$ cat src/hw/rtl/pts_pkg.sv
package pts_pkg;

  localparam int NumTasksDef = 8;
  localparam int JobSlotsDef = 16;
  localparam int TW = 15;
  localparam logic [TW-1:0] Max15 = 15'h7fff;
  localparam logic [TW-1:0] HorizonReset = 15'd500;

  typedef enum logic [1:0] {
    CMD_LOAD    = 2'd0,
    CMD_TICK    = 2'd1,
    CMD_RESTART = 2'd2,
    CMD_NONE    = 2'd3
  } cmd_t;

  typedef enum logic [1:0] {
    CFG_POLICY  = 2'd0,
    CFG_HORIZON = 2'd1,
    CFG_TASKS   = 2'd2,
    CFG_UNUSED  = 2'd3
  } cfg_idx_t;

  typedef enum logic [1:0] {
    POL_RM  = 2'd0,
    POL_DM  = 2'd1,
    POL_EDF = 2'd2,
    POL_ALT = 2'd3
  } policy_t;

  typedef enum logic [2:0] {
    ST_IDLE,
    ST_COMPLETE,
    ST_RELEASE,
    ST_PICK,
    ST_RUN,
    ST_RESTART,
    ST_DONE
  } state_t;

  typedef struct packed {
    logic [1:0]    cmd;
    logic [2:0]    task_index;
    logic [TW-1:0] task_arrival;
    logic [TW-1:0] task_period;
    logic [TW-1:0] task_deadline;
    logic [TW-1:0] task_exec;
  } in_word_t;

  typedef struct packed {
    logic [TW-1:0] now_time;
    logic [3:0]    running_task;
    logic          finish_valid;
    logic [2:0]    finish_task;
    logic [TW-1:0] finish_job;
    logic          miss_seen;
    logic [TW-1:0] miss_time;
    logic [2:0]    miss_task;
    logic [TW-1:0] busy_units;
    logic          run_over;
    logic          store_overflow;
  } out_word_t;

  // ranking key compare: key, then task, then job number, then slot order
  typedef struct packed {
    logic [16:0]   key;
    logic [4:0]    tsk;
    logic [TW-1:0] job;
  } rank_t;

endpackage

$ cat src/hw/rtl/pts_rank_cmp.sv
module pts_rank_cmp (
  input  pts_pkg::rank_t cand,
  input  pts_pkg::rank_t best,
  input  logic           have,
  output logic           take
);
  import pts_pkg::*;

  // strictly better wins; equal keeps the earlier slot
  always_comb begin
    take = !have || (cand < best);
  end

endmodule

$ cat src/hw/rtl/periodic_task_scheduler_unit.sv
// out_valid is set in ST_DONE: a load word goes there straight, a restart word via ST_RESTART,
// a tick past the horizon via ST_COMPLETE, and any other tick via ST_COMPLETE, ST_RELEASE,
// ST_PICK and ST_RUN; ST_RELEASE sweeps the JOB_SLOTS slots for each due task, and the pick
// is one more sweep through one shared ranking comparator
// one word in flight; the next word is taken the cycle after the result is accepted
// rst clears control state, all jobs and pending releases; task table entries stay undefined
module periodic_task_scheduler_unit #(
  parameter int NUM_TASKS = pts_pkg::NumTasksDef,
  parameter int JOB_SLOTS = pts_pkg::JobSlotsDef
) (
  input  logic               clk,
  input  logic               rst,
  input  logic               in_valid,
  output logic               in_ready,
  input  pts_pkg::in_word_t  in_data,
  output logic               out_valid,
  input  logic               out_ready,
  output pts_pkg::out_word_t out_data,
  input  logic               cfg_we,
  input  logic [1:0]         cfg_index,
  input  logic [14:0]        cfg_data
);
  import pts_pkg::*;

  localparam int TIW = (NUM_TASKS > 1) ? $clog2(NUM_TASKS) : 1;
  localparam int SW  = (JOB_SLOTS > 1) ? $clog2(JOB_SLOTS) : 1;
  localparam int TCW = $clog2(NUM_TASKS + 1);

  // configuration
  logic [1:0]    policy;
  logic [TW-1:0] horizon;
  logic [3:0]    task_count;

  always_ff @(posedge clk) begin
    if (rst) begin
      policy     <= POL_RM;
      horizon    <= HorizonReset;
      task_count <= 4'd1;
    end else if (cfg_we) begin
      case (cfg_idx_t'(cfg_index))
        CFG_POLICY:  policy     <= cfg_data[1:0];
        CFG_HORIZON: horizon    <= cfg_data;
        CFG_TASKS:   task_count <= cfg_data[3:0];
        default:     ;
      endcase
    end
  end

  // task table and per-task release state
  logic [TW-1:0] t_arr [NUM_TASKS];
  logic [TW-1:0] t_per [NUM_TASKS];
  logic [TW-1:0] t_dl  [NUM_TASKS];
  logic [TW-1:0] t_ex  [NUM_TASKS];
  logic          rel_v [NUM_TASKS];
  logic [16:0]   rel_t [NUM_TASKS];
  logic [TW-1:0] jnum  [NUM_TASKS];

  // job store
  logic          j_v   [JOB_SLOTS];
  logic [TIW-1:0] j_tk [JOB_SLOTS];
  logic [TW-1:0] j_no  [JOB_SLOTS];
  logic [16:0]   j_dl  [JOB_SLOTS];
  logic [TW-1:0] j_rem [JOB_SLOTS];

  state_t state, state_next;
  out_word_t res;
  logic [15:0] time_now;
  logic run_v;
  logic [SW-1:0] run_slot;
  logic miss_v, ovf;
  logic [TW-1:0] miss_t, busy;
  logic [2:0] miss_k;
  logic [TCW-1:0] ti;
  logic [SW:0] sp;
  logic found_old, have;
  logic [SW-1:0] best_slot, free_slot;
  logic free_have;
  rank_t best_rank, cand_rank;
  logic take;
  logic [TCW-1:0] n_act;
  logic [TW-1:0] t15;
  logic [TW-1:0] shown_now;

  assign n_act = (32'(task_count) > NUM_TASKS) ? TCW'(NUM_TASKS) : TCW'(task_count);
  assign t15   = time_now[TW-1:0];
  assign shown_now = time_now[15] ? Max15 : t15;
  assign in_ready = (state == ST_IDLE) && !out_valid;

  wire [SW-1:0] spi = sp[SW-1:0];
  wire [TIW-1:0] tii = ti[TIW-1:0];

  // ranking key for the slot under the pointer
  always_comb begin
    case (policy_t'(policy))
      POL_RM:  cand_rank.key = {2'b0, t_per[j_tk[spi]]};
      POL_DM:  cand_rank.key = {2'b0, t_dl[j_tk[spi]]};
      default: cand_rank.key = j_dl[spi];
    endcase
    cand_rank.tsk = 5'(j_tk[spi]);
    cand_rank.job = j_no[spi];
  end

  pts_rank_cmp u_cmp (
    .cand(cand_rank), .best(best_rank), .have(have), .take(take)
  );

  // next state
  always_comb begin
    state_next = state;
    case (state)
      ST_IDLE:
        if (in_valid && in_ready) begin
          if (in_data.cmd == CMD_TICK) state_next = ST_COMPLETE;
          else if (in_data.cmd == CMD_RESTART) state_next = ST_RESTART;
          else state_next = ST_DONE;
        end
      ST_COMPLETE: state_next = (time_now > {1'b0, horizon}) ? ST_DONE : ST_RELEASE;
      ST_RELEASE:  if (ti >= n_act) state_next = ST_PICK;
      ST_PICK:     if (sp == (SW+1)'(JOB_SLOTS)) state_next = ST_RUN;
      ST_RUN:      state_next = ST_DONE;
      ST_RESTART:  state_next = ST_DONE;
      ST_DONE:     state_next = ST_IDLE;
      default:     state_next = ST_IDLE;
    endcase
  end

  // outputs
  always_comb begin
    out_data = res;
  end

  always_ff @(posedge clk) begin
    if (rst) begin
      state <= ST_IDLE;
      out_valid <= 1'b0;
      time_now <= '0;
      run_v <= 1'b0;
      miss_v <= 1'b0;
      ovf <= 1'b0;
      busy <= '0;
      miss_t <= '0;
      miss_k <= '0;
      for (int i = 0; i < NUM_TASKS; i++) begin
        rel_v[i] <= 1'b0;
        jnum[i]  <= 15'd1;
      end
      for (int s = 0; s < JOB_SLOTS; s++) j_v[s] <= 1'b0;
    end else begin
      state <= state_next;
      if (out_valid && out_ready) out_valid <= 1'b0;
      case (state)
        ST_IDLE:
          if (in_valid && in_ready) begin
            // current time is shown unless the word restarts the run
            res <= '{now_time: ((in_data.cmd == CMD_RESTART) ? {TW{1'b0}} : shown_now),
                     default: '0};
            if (in_data.cmd == CMD_LOAD && 32'(in_data.task_index) < NUM_TASKS) begin
              t_arr[TIW'(in_data.task_index)] <= in_data.task_arrival;
              t_per[TIW'(in_data.task_index)] <= in_data.task_period;
              t_dl[TIW'(in_data.task_index)]  <= in_data.task_deadline;
              t_ex[TIW'(in_data.task_index)]  <= in_data.task_exec;
            end
          end
        ST_COMPLETE: begin
          ti <= '0; sp <= '0; found_old <= 1'b0;
          free_have <= 1'b0; have <= 1'b0;
          if (time_now <= {1'b0, horizon}) begin
            if (run_v && j_v[run_slot] && j_rem[run_slot] == '0) begin
              res.finish_valid <= 1'b1;
              res.finish_task  <= 3'(j_tk[run_slot]);
              res.finish_job   <= j_no[run_slot];
              if ({1'b0, time_now} > j_dl[run_slot] && !miss_v) begin
                miss_v <= 1'b1; miss_t <= t15; miss_k <= 3'(j_tk[run_slot]);
              end
              j_v[run_slot] <= 1'b0;
            end
            run_v <= 1'b0;
          end
        end
        ST_RELEASE:
          if (ti < n_act) begin
            if (!rel_v[tii] || rel_t[tii] != {1'b0, time_now}) begin
              ti <= ti + 1'b1;
            end else if (sp < (SW+1)'(JOB_SLOTS)) begin
              // scan one slot: old job of this task and first free slot
              if (j_v[spi] && j_tk[spi] == tii) found_old <= 1'b1;
              if (!j_v[spi] && !free_have) begin
                free_have <= 1'b1; free_slot <= spi;
              end
              sp <= sp + 1'b1;
            end else begin
              if (found_old && !miss_v) begin
                miss_v <= 1'b1; miss_t <= t15; miss_k <= 3'(tii);
              end
              if (free_have) begin
                j_v[free_slot]   <= 1'b1;
                j_tk[free_slot]  <= tii;
                j_no[free_slot]  <= jnum[tii];
                j_dl[free_slot]  <= 17'(time_now) + 17'(t_dl[tii]);
                j_rem[free_slot] <= (t_ex[tii] == '0) ? 15'd1 : t_ex[tii];
              end else ovf <= 1'b1;
              if (jnum[tii] != Max15) jnum[tii] <= jnum[tii] + 1'b1;
              if (17'(time_now) + 17'((t_per[tii] == '0) ? 15'd1 : t_per[tii])
                  <= 17'(horizon))
                rel_t[tii] <= 17'(time_now) + 17'((t_per[tii] == '0) ? 15'd1 : t_per[tii]);
              else rel_v[tii] <= 1'b0;
              ti <= ti + 1'b1; sp <= '0; found_old <= 1'b0; free_have <= 1'b0;
            end
          end else sp <= '0;
        ST_PICK:
          if (sp < (SW+1)'(JOB_SLOTS)) begin
            if (j_v[spi] && take) begin
              have <= 1'b1; best_slot <= spi; best_rank <= cand_rank;
            end
            sp <= sp + 1'b1;
          end
        ST_RUN: begin
          if (have) begin
            res.running_task <= 4'(j_tk[best_slot]) + 4'd1;
            if (time_now < {1'b0, horizon}) begin
              if (j_rem[best_slot] != '0) j_rem[best_slot] <= j_rem[best_slot] - 1'b1;
              if (busy != Max15) busy <= busy + 1'b1;
              run_v <= 1'b1; run_slot <= best_slot;
            end
          end
          res.now_time <= t15;
          time_now <= time_now + 1'b1;
        end
        ST_RESTART: begin
          time_now <= '0; run_v <= 1'b0; miss_v <= 1'b0; miss_t <= '0;
          miss_k <= '0; busy <= '0; ovf <= 1'b0;
          for (int i = 0; i < NUM_TASKS; i++) begin
            rel_v[i] <= (TCW'(i) < n_act);
            rel_t[i] <= 17'(t_arr[i]);
            jnum[i]  <= 15'd1;
          end
          for (int s = 0; s < JOB_SLOTS; s++) j_v[s] <= 1'b0;
        end
        ST_DONE: begin
          out_valid <= 1'b1;
          res.miss_seen <= miss_v;
          res.miss_time <= miss_t;
          res.miss_task <= miss_k;
          res.busy_units <= busy;
          res.run_over <= time_now > {1'b0, horizon};
          res.store_overflow <= ovf;
        end
        default: ;
      endcase
    end
  end

endmodule
$ cat config.mk
export PLATFORM = sky130hd
export DESIGN_NAME = periodic_task_scheduler_unit
export DESIGN_NICKNAME = d
export VERILOG_FILES = /design/src/hw/rtl/pts_pkg.sv /design/src/hw/rtl/pts_rank_cmp.sv /design/src/hw/rtl/periodic_task_scheduler_unit.sv
export SDC_FILE = /design/constraint.sdc
export NUM_CORES = 2
export LEC_CHECK = 0
export ABC_CLOCK_PERIOD_IN_PS = 9390
export BUFFER_PORTS_ARGS = -buffer_cell sky130_fd_sc_hd__buf_2
export CAP_MARGIN = 15
export CORE_MARGIN = 5
export CORE_UTILIZATION = 55
export DETAILED_ROUTE_END_ITERATION = 12
export GPL_TIMING_DRIVEN = 0
export PLACE_DENSITY = 0.74
export SETUP_SLACK_MARGIN = 0.4
export SLEW_MARGIN = 25
export SYNTH_ARGS = -nofsm -noshare
export SYNTH_HDL_FRONTEND = slang
export SYNTH_HIERARCHICAL = 1
export SYNTH_SLANG_ARGS = --single-unit
$ cat constraint.sdc
create_clock -name clk -period 9.39 [get_ports clk]
set_clock_uncertainty 0.05 [all_clocks]
set_input_delay 1.878 -clock clk [delete_from_list [all_inputs] [get_ports clk]]
set_output_delay 1.878 -clock clk [all_outputs]
set_load 0.01 [all_outputs]
Word level (Yosys, flattened, before mapping)
Memory sizes are Yosys's and may differ from the RTL's. A register that Yosys moved wholly into a read port is not among the register bits.
Index checks and enable logic that the tools add are counted.
Widths: inputs -> output; s select.

storage, ports and cells
  flip-flop bits (word level) = 210
  bits in writable memories = 1560
  input bits = 87
  output and inout bits = 76
  word-level logic and storage cells = 405
  memories kept = 12

memory list
  memory           words  bits a word  read ports  clocked after memory_dff  write ports  line                                text
  j_dl             16     17           2           2                         1            periodic_task_scheduler_unit.sv:62  logic [16:0] j_dl [JOB_SLOTS];
  j_no             16     15           2           2                         1            periodic_task_scheduler_unit.sv:61  logic [TW-1:0] j_no [JOB_SLOTS];
  j_rem            16     15           2           2                         1            periodic_task_scheduler_unit.sv:63  logic [TW-1:0] j_rem [JOB_SLOTS];
  rel_t            8      17           1           1                         8            periodic_task_scheduler_unit.sv:55  logic [16:0] rel_t [NUM_TASKS];
  jnum             8      15           1           1                         8            periodic_task_scheduler_unit.sv:56  logic [TW-1:0] jnum [NUM_TASKS];
  t_arr            8      15           8           0                         1            periodic_task_scheduler_unit.sv:50  logic [TW-1:0] t_arr [NUM_TASKS];
  6 more memories  --     --           --          --                        --           --

operators by class
  $add $sub $neg = 9
  order comparisons = 18
  equality and inequality tests = 36
  mux-type cells = 198
  bitwise logic cells = 34
  reduce and logical (&&, ||, !) cells = 64

operators by type and width
  cell                   count
  $mux 15                24
  $mux 1                 108
  $mux 4                 19
  $pmux 19 s2            2
  $mux 74                1
  $pmux 36 s2            1
  $mux 3                 21
  $logic_not 15->1       3
  $pmux 15 s3            1
  $mux 19                2
  $lt 37x37->1           1
  $add 16x15->17         2
  $pmux 17 s2            1
  $or 1x1->1             32
  $pmux 16 s2            1
  $reduce_and 4->1       8
  $add 15x1->15 const B  2
  $ne 15x15->1 const B   2
  $ne 2x2->1 const B     15
  $pmux 15 s2            1
  $reduce_or 15->1       2
  $mux 5                 4
  $reduce_and 5->1       4
  $gt 16x17->1           1
  other kinds (50)       101

Depth between registers and ports, before layout
  depth after elaboration = 13
  mapped depth = 31
  gate-level depth less buffers = 22

Cells and area by module
Netlist, hierarchy kept.

modules (own cells, without submodules)
  module                        instances  cells each  area an instance (µm²)  seq. area each (µm²)
  periodic_task_scheduler_unit  1          4579        80046.8                 52440.3
  pts_rank_cmp                  1          126         894.6                   0.0

Worst setup path before layout
No wires, ideal clock.

  kind = register -> register
  from = reg with a tool-made name
  to = mem rel_t[1][0] (enable)
  setup time = 0.408 ns
  arrival = 8.618 ns
  required time = 8.932 ns
  setup slack = 0.314 ns
  stages on the path, launching flop included = 31
  path buffers = 10
  period minus slack after synthesis = 9.076 ns
  cells stage by stage = dfxtp_1 -> buf_2 -> buf_4 -> buf_4 -> buf_2 -> buf_2 -> buf_4 -> buf_2 -> buf_1 -> mux4_2 -> mux2i_1 -> nand2_1 -> ha_1 -> fa_1 -> a21o_1 -> a21oi_1 -> o21ai_0 -> a31o_2 -> a2111o_1 -> o311ai_0 -> ha_1 -> a21o_1 -> a21oi_1 -> nor2b_1 -> a2111oi_0 -> a221oi_1 -> a21oi_1 -> nand4_1 -> clkbuf_1 -> clkbuf_1 -> o21ai_0

RTL lines
  element           line
  end: declaration  periodic_task_scheduler_unit.sv:55

==> run summary <==
Status: finished, final reports clean
Die height: 394 um
Synth Warn #: 6
Fraction of final layout cells sized beyond drive strength 1: 27.7%
GRT Residual Overflow: 0
Area of the mapped netlist: 80900 um2
Die boundary width: 394 um
Pwr per Cell Area: 269 nW/um2
Synthesized flop and latch total: 1785
Max Root-Sink Buffers: 3
RSZ-0062 raised after global routing: no
Worst Setup End Kind: register
Largest fanout of any net on the critical path: 41
Post-synthesis compound-gate area fraction: 4.11%
Final standard cell area without fillers: 93300 um2
Cell-internal power: 16.7 mW
Vias in the first global route: 50400
Detailed Route Iter0 Violations: 7030
Hold crit path type: reg2reg
Average footprint of a synthesized cell: 17.2 um2
Net switching power of the design: 8.36 mW
Slew margin rel.: 20.7%
Combinational family with the most area after synthesis: multiplexers
Dominant synthesized flop cell: sky130_fd_sc_hd__edfxtp_1
Clock tree from TritonCTS: done
Sequential share of power: 39.3%
Antenna violation net count after detailed routing: 0
Share of flip-flops with an asynchronous set or reset after synthesis: 0%
Slew of the pin with the lowest slew margin: 1.18 ns
Switching power as a share of total power: 33.3%
Clk_lat worst skew: 0.83 ns
Post-placement cell area: 87100 um2
Max cap viols: 0
Starting density of the core: 55.5%
Clock Root Buffer: sky130_fd_sc_hd__clkbuf_16
Final setup violation count: 0
Required time of the critical path: 9.80 ns
Cts bufs inserted: 180
Portion of the clock cycle consumed by the worst path in the final layout: 95.5%
Setup WS post-layout: 0.419 ns
Combinational cell fraction of total power: 32.2%
Placement-stage worst setup slack: -2.96 ns
# H-tree levels: 4
HP Start: horizon[12]$_SDFFE_PP0P_
First-pass iteration count of the detailed router: 8
Arrival time of the worst setup path: 9.38 ns
Leading cell types in the layout, fill and taps excluded: 1669 x sky130_fd_sc_hd__edfxtp_1, 660 x sky130_fd_sc_hd__mux4_2, 305 x sky130_fd_sc_hd__nand2_1, 232 x sky130_fd_sc_hd__nor2_1, 216 x sky130_fd_sc_hd__buf_2
Clock slew at the register clock pins of the worst setup and hold paths: 0.06 ns
Row count: 140
Hold buffer count at cts: 0
Nets: 5392
Signed area change from the synthesized netlist to the final layout: 15.3%
Clk sinks: 1785
Pleak: 30.7 nW
Register-to-Register Setup Slack: 0.42 ns
Post-synthesis share of cell area spent on full adders, half adders and majority gates: 2.03%
Core box area: 146000 um2
Global-route wire length before repair: 352 mm
Number of vias per cell: 6.97
Total track usage: 31.5%
Max-slew violations: 0
Number of antenna violations at the first check in global routing: 17
Number of unique standard cell types used by synthesis: 79
Highest clock frequency the design can meet: 111 MHz
Total half-perimeter wirelength after legalization and detailed placement: 171 mm
Number of enable-type register cells in the synthesized netlist: 1669
Share of synthesized area spent on multiplexers: 20.3%
Gp weighted congestion: 0.935
Crit Path Category: reg2reg
Fraction of the mapped netlist area in simple logic gates: 5.80%
Maximum number of pins on one net before global-route repair: 42
Number of hold-slack violations in the final timing report: 0
Number of cells on the worst hold path: 2
Area of the die: 155000 um2
Startpoint class of the critical path: register
Port-buffer cells: 162
Number of cells produced by synthesis: 4705
Clock network power share: 28.5%
Final Critical Period: 8.97 ns
Final core utilization: 63.9%
Number of cells on the worst reg-to-reg path: 18
Number of DRC violations after detailed routing: 0
Smallest hold slack: 0.408 ns
Avg WL per Cell: 33.9 um
Number of ports placed on the die boundary: 163
Detailed-route wire length: 246 mm
Most common cell after layout, fill and taps aside: sky130_fd_sc_hd__edfxtp_1
Total vias in the final route: 50500
XOR/XNOR Fraction of Synth Area: 0.996%
Max rail drop VDD: 181 uV
Part of the Yosys area used for sequential elements: 64.8%
[repair_timing]
item	in CTS	in global routing
pin swaps	5	2
buffers inserted	7	1
setup endpoints to repair	264	198
gates resized for setup	57	16
[cells by family (layout without fill, tap and decap cells)]
group                    count (synthesis)  count (layout)
flip-flops                            1785            1785
AND/OR/NAND/NOR                        973             973
multiplexers                           809             809
AO/OA/AOI/OAI                          505             505
buffers and inverters                  410            1030
adder cells (fa/ha/maj)                130             130
XOR/XNOR                                92              92
other                                    1              12
[through the flow]
| stage | power, mW | TNS, ns | instances |
|---|---|---|---|
| after global routing | 25.8 | 0 | 7247 |
| final | 25.1 | 0 | 7253 |
| after global placement | 17.5 | -1361.97 | 6787 |
| after CTS | 24.9 | 0 | 7244 |
| after floorplan | 14.8 | 0 | 4708 |
| after detailed placement | 17.8 | -599.29 | 6902 |
[area by class of cell]
cell class	instances	area, um2
fill	9793	52600
sequential	1785	52400
multi-input combinational	2513	27800
clock buffer	229	4870
timing repair buffer	285	3070
tap	1917	2400
buffer	289	1340
clock inverter	106	936
inverter	121	457
antenna	8	20.0
[flip-flops by register name, summed over array words and instances (netlist names), 5 cells and up, named ones only]
signal and cells:
j_dl 272, j_no 240, j_rem 240, rel_t 136
jnum 120, t_arr 120, t_dl 120, t_ex 120
t_per 120, out_data 74, j_tk 48, best_rank 35
j_v 16, time_now 16, busy 15, horizon 15
miss_t 15, rel_v 8, sp 5
[path summary, 6_finish.rpt]
| path | to |
|---|---|
| setup / recovery | best_rank[0]$_DFFE_PP_ |
| hold reg to reg | horizon[12]$_SDFFE_PP0P_ |
| setup reg to reg | best_rank[0]$_DFFE_PP_ |
| hold / removal | horizon[12]$_SDFFE_PP0P_ |
[worst max-delay path, stage by stage, from the launching register on]
cell and delay (ns):
sky130_fd_sc_hd__dfxtp_1 0.37, sky130_fd_sc_hd__clkbuf_1 0.55, sky130_fd_sc_hd__clkbuf_1 0.68, sky130_fd_sc_hd__clkbuf_1 0.54
sky130_fd_sc_hd__clkbuf_1 0.84, sky130_fd_sc_hd__clkbuf_1 0.78, sky130_fd_sc_hd__mux4_2 0.41, sky130_fd_sc_hd__mux4_2 0.50
sky130_fd_sc_hd__ha_1 0.34, sky130_fd_sc_hd__a21o_1 0.17, sky130_fd_sc_hd__nand3_1 0.09, sky130_fd_sc_hd__a21oi_1 0.13
sky130_fd_sc_hd__o21ai_0 0.94, sky130_fd_sc_hd__nand4_1 0.29, sky130_fd_sc_hd__a32oi_1 0.46, sky130_fd_sc_hd__nand3_1 0.14
sky130_fd_sc_hd__or3_1 0.45, sky130_fd_sc_hd__clkbuf_1 0.25, sky130_fd_sc_hd__inv_4 0.53
[cells in the mapped netlist, types with 6 or more instances]
cell type	count	area, um2
sky130_fd_sc_hd__nand3_1	61	305
sky130_fd_sc_hd__nand2b_1	24	150
sky130_fd_sc_hd__nand2_1	305	1140
sky130_fd_sc_hd__buf_2	36	180
sky130_fd_sc_hd__o21a_1	20	150
sky130_fd_sc_hd__nor3b_1	11	82.6
sky130_fd_sc_hd__o211a_1	18	180
sky130_fd_sc_hd__nand3b_1	13	97.6
sky130_fd_sc_hd__or2_2	10	62.6
sky130_fd_sc_hd__ha_1	128	1600
sky130_fd_sc_hd__or3_1	15	93.8
sky130_fd_sc_hd__inv_1	117	439
sky130_fd_sc_hd__buf_1	54	203
sky130_fd_sc_hd__and3_1	52	325
sky130_fd_sc_hd__and2_1	28	175
sky130_fd_sc_hd__a31oi_1	9	56.3
sky130_fd_sc_hd__nor2b_1	18	113
sky130_fd_sc_hd__a2111oi_0	6	52.6
sky130_fd_sc_hd__nor2_1	256	961
sky130_fd_sc_hd__xnor2_1	63	552
sky130_fd_sc_hd__o21ai_0	121	606
sky130_fd_sc_hd__mux2i_1	97	971
sky130_fd_sc_hd__mux4_2	660	14900
sky130_fd_sc_hd__or4_1	7	52.6
sky130_fd_sc_hd__a21oi_1	122	611
sky130_fd_sc_hd__clkbuf_1	194	728
sky130_fd_sc_hd__a22o_1	17	149
sky130_fd_sc_hd__nor4_1	51	319
sky130_fd_sc_hd__xor2_1	29	254
sky130_fd_sc_hd__nand4_1	41	257
sky130_fd_sc_hd__edfxtp_1	1669	50100
sky130_fd_sc_hd__nor3_1	51	255
sky130_fd_sc_hd__o31ai_1	82	616
sky130_fd_sc_hd__o211ai_1	12	90.1
sky130_fd_sc_hd__nor4b_1	13	114
sky130_fd_sc_hd__o32ai_1	17	149
sky130_fd_sc_hd__a21o_1	17	128
sky130_fd_sc_hd__dfxtp_1	116	2320
sky130_fd_sc_hd__mux2_2	52	586
sky130_fd_sc_hd__a211oi_1	20	150
[power by group through the flow]
stage / Combinational (mW) / Sequential (mW) / Clock [mW]
final: 8.08 / 9.86 / 7.16
after global routing: 8.45 / 9.87 / 7.52
after CTS: 7.92 / 9.85 / 7.17
after detailed placement: 7.79 / 10.0 / 0
after global placement: 7.46 / 10.0 / 0
after floorplan: 4.81 / 9.99 / 0
[routing by layer]
metal  GRT usage, %  part of all wire [%]  vias up
met1           40.8                    34    25600
li1               -                     -    20100
met4           15.8                   6.1        4
met2           49.6                    47     4053
met5              0                 0.011        -
met3           8.70                    13      765
No activity file was read; power rests on OpenSTA's default activity.
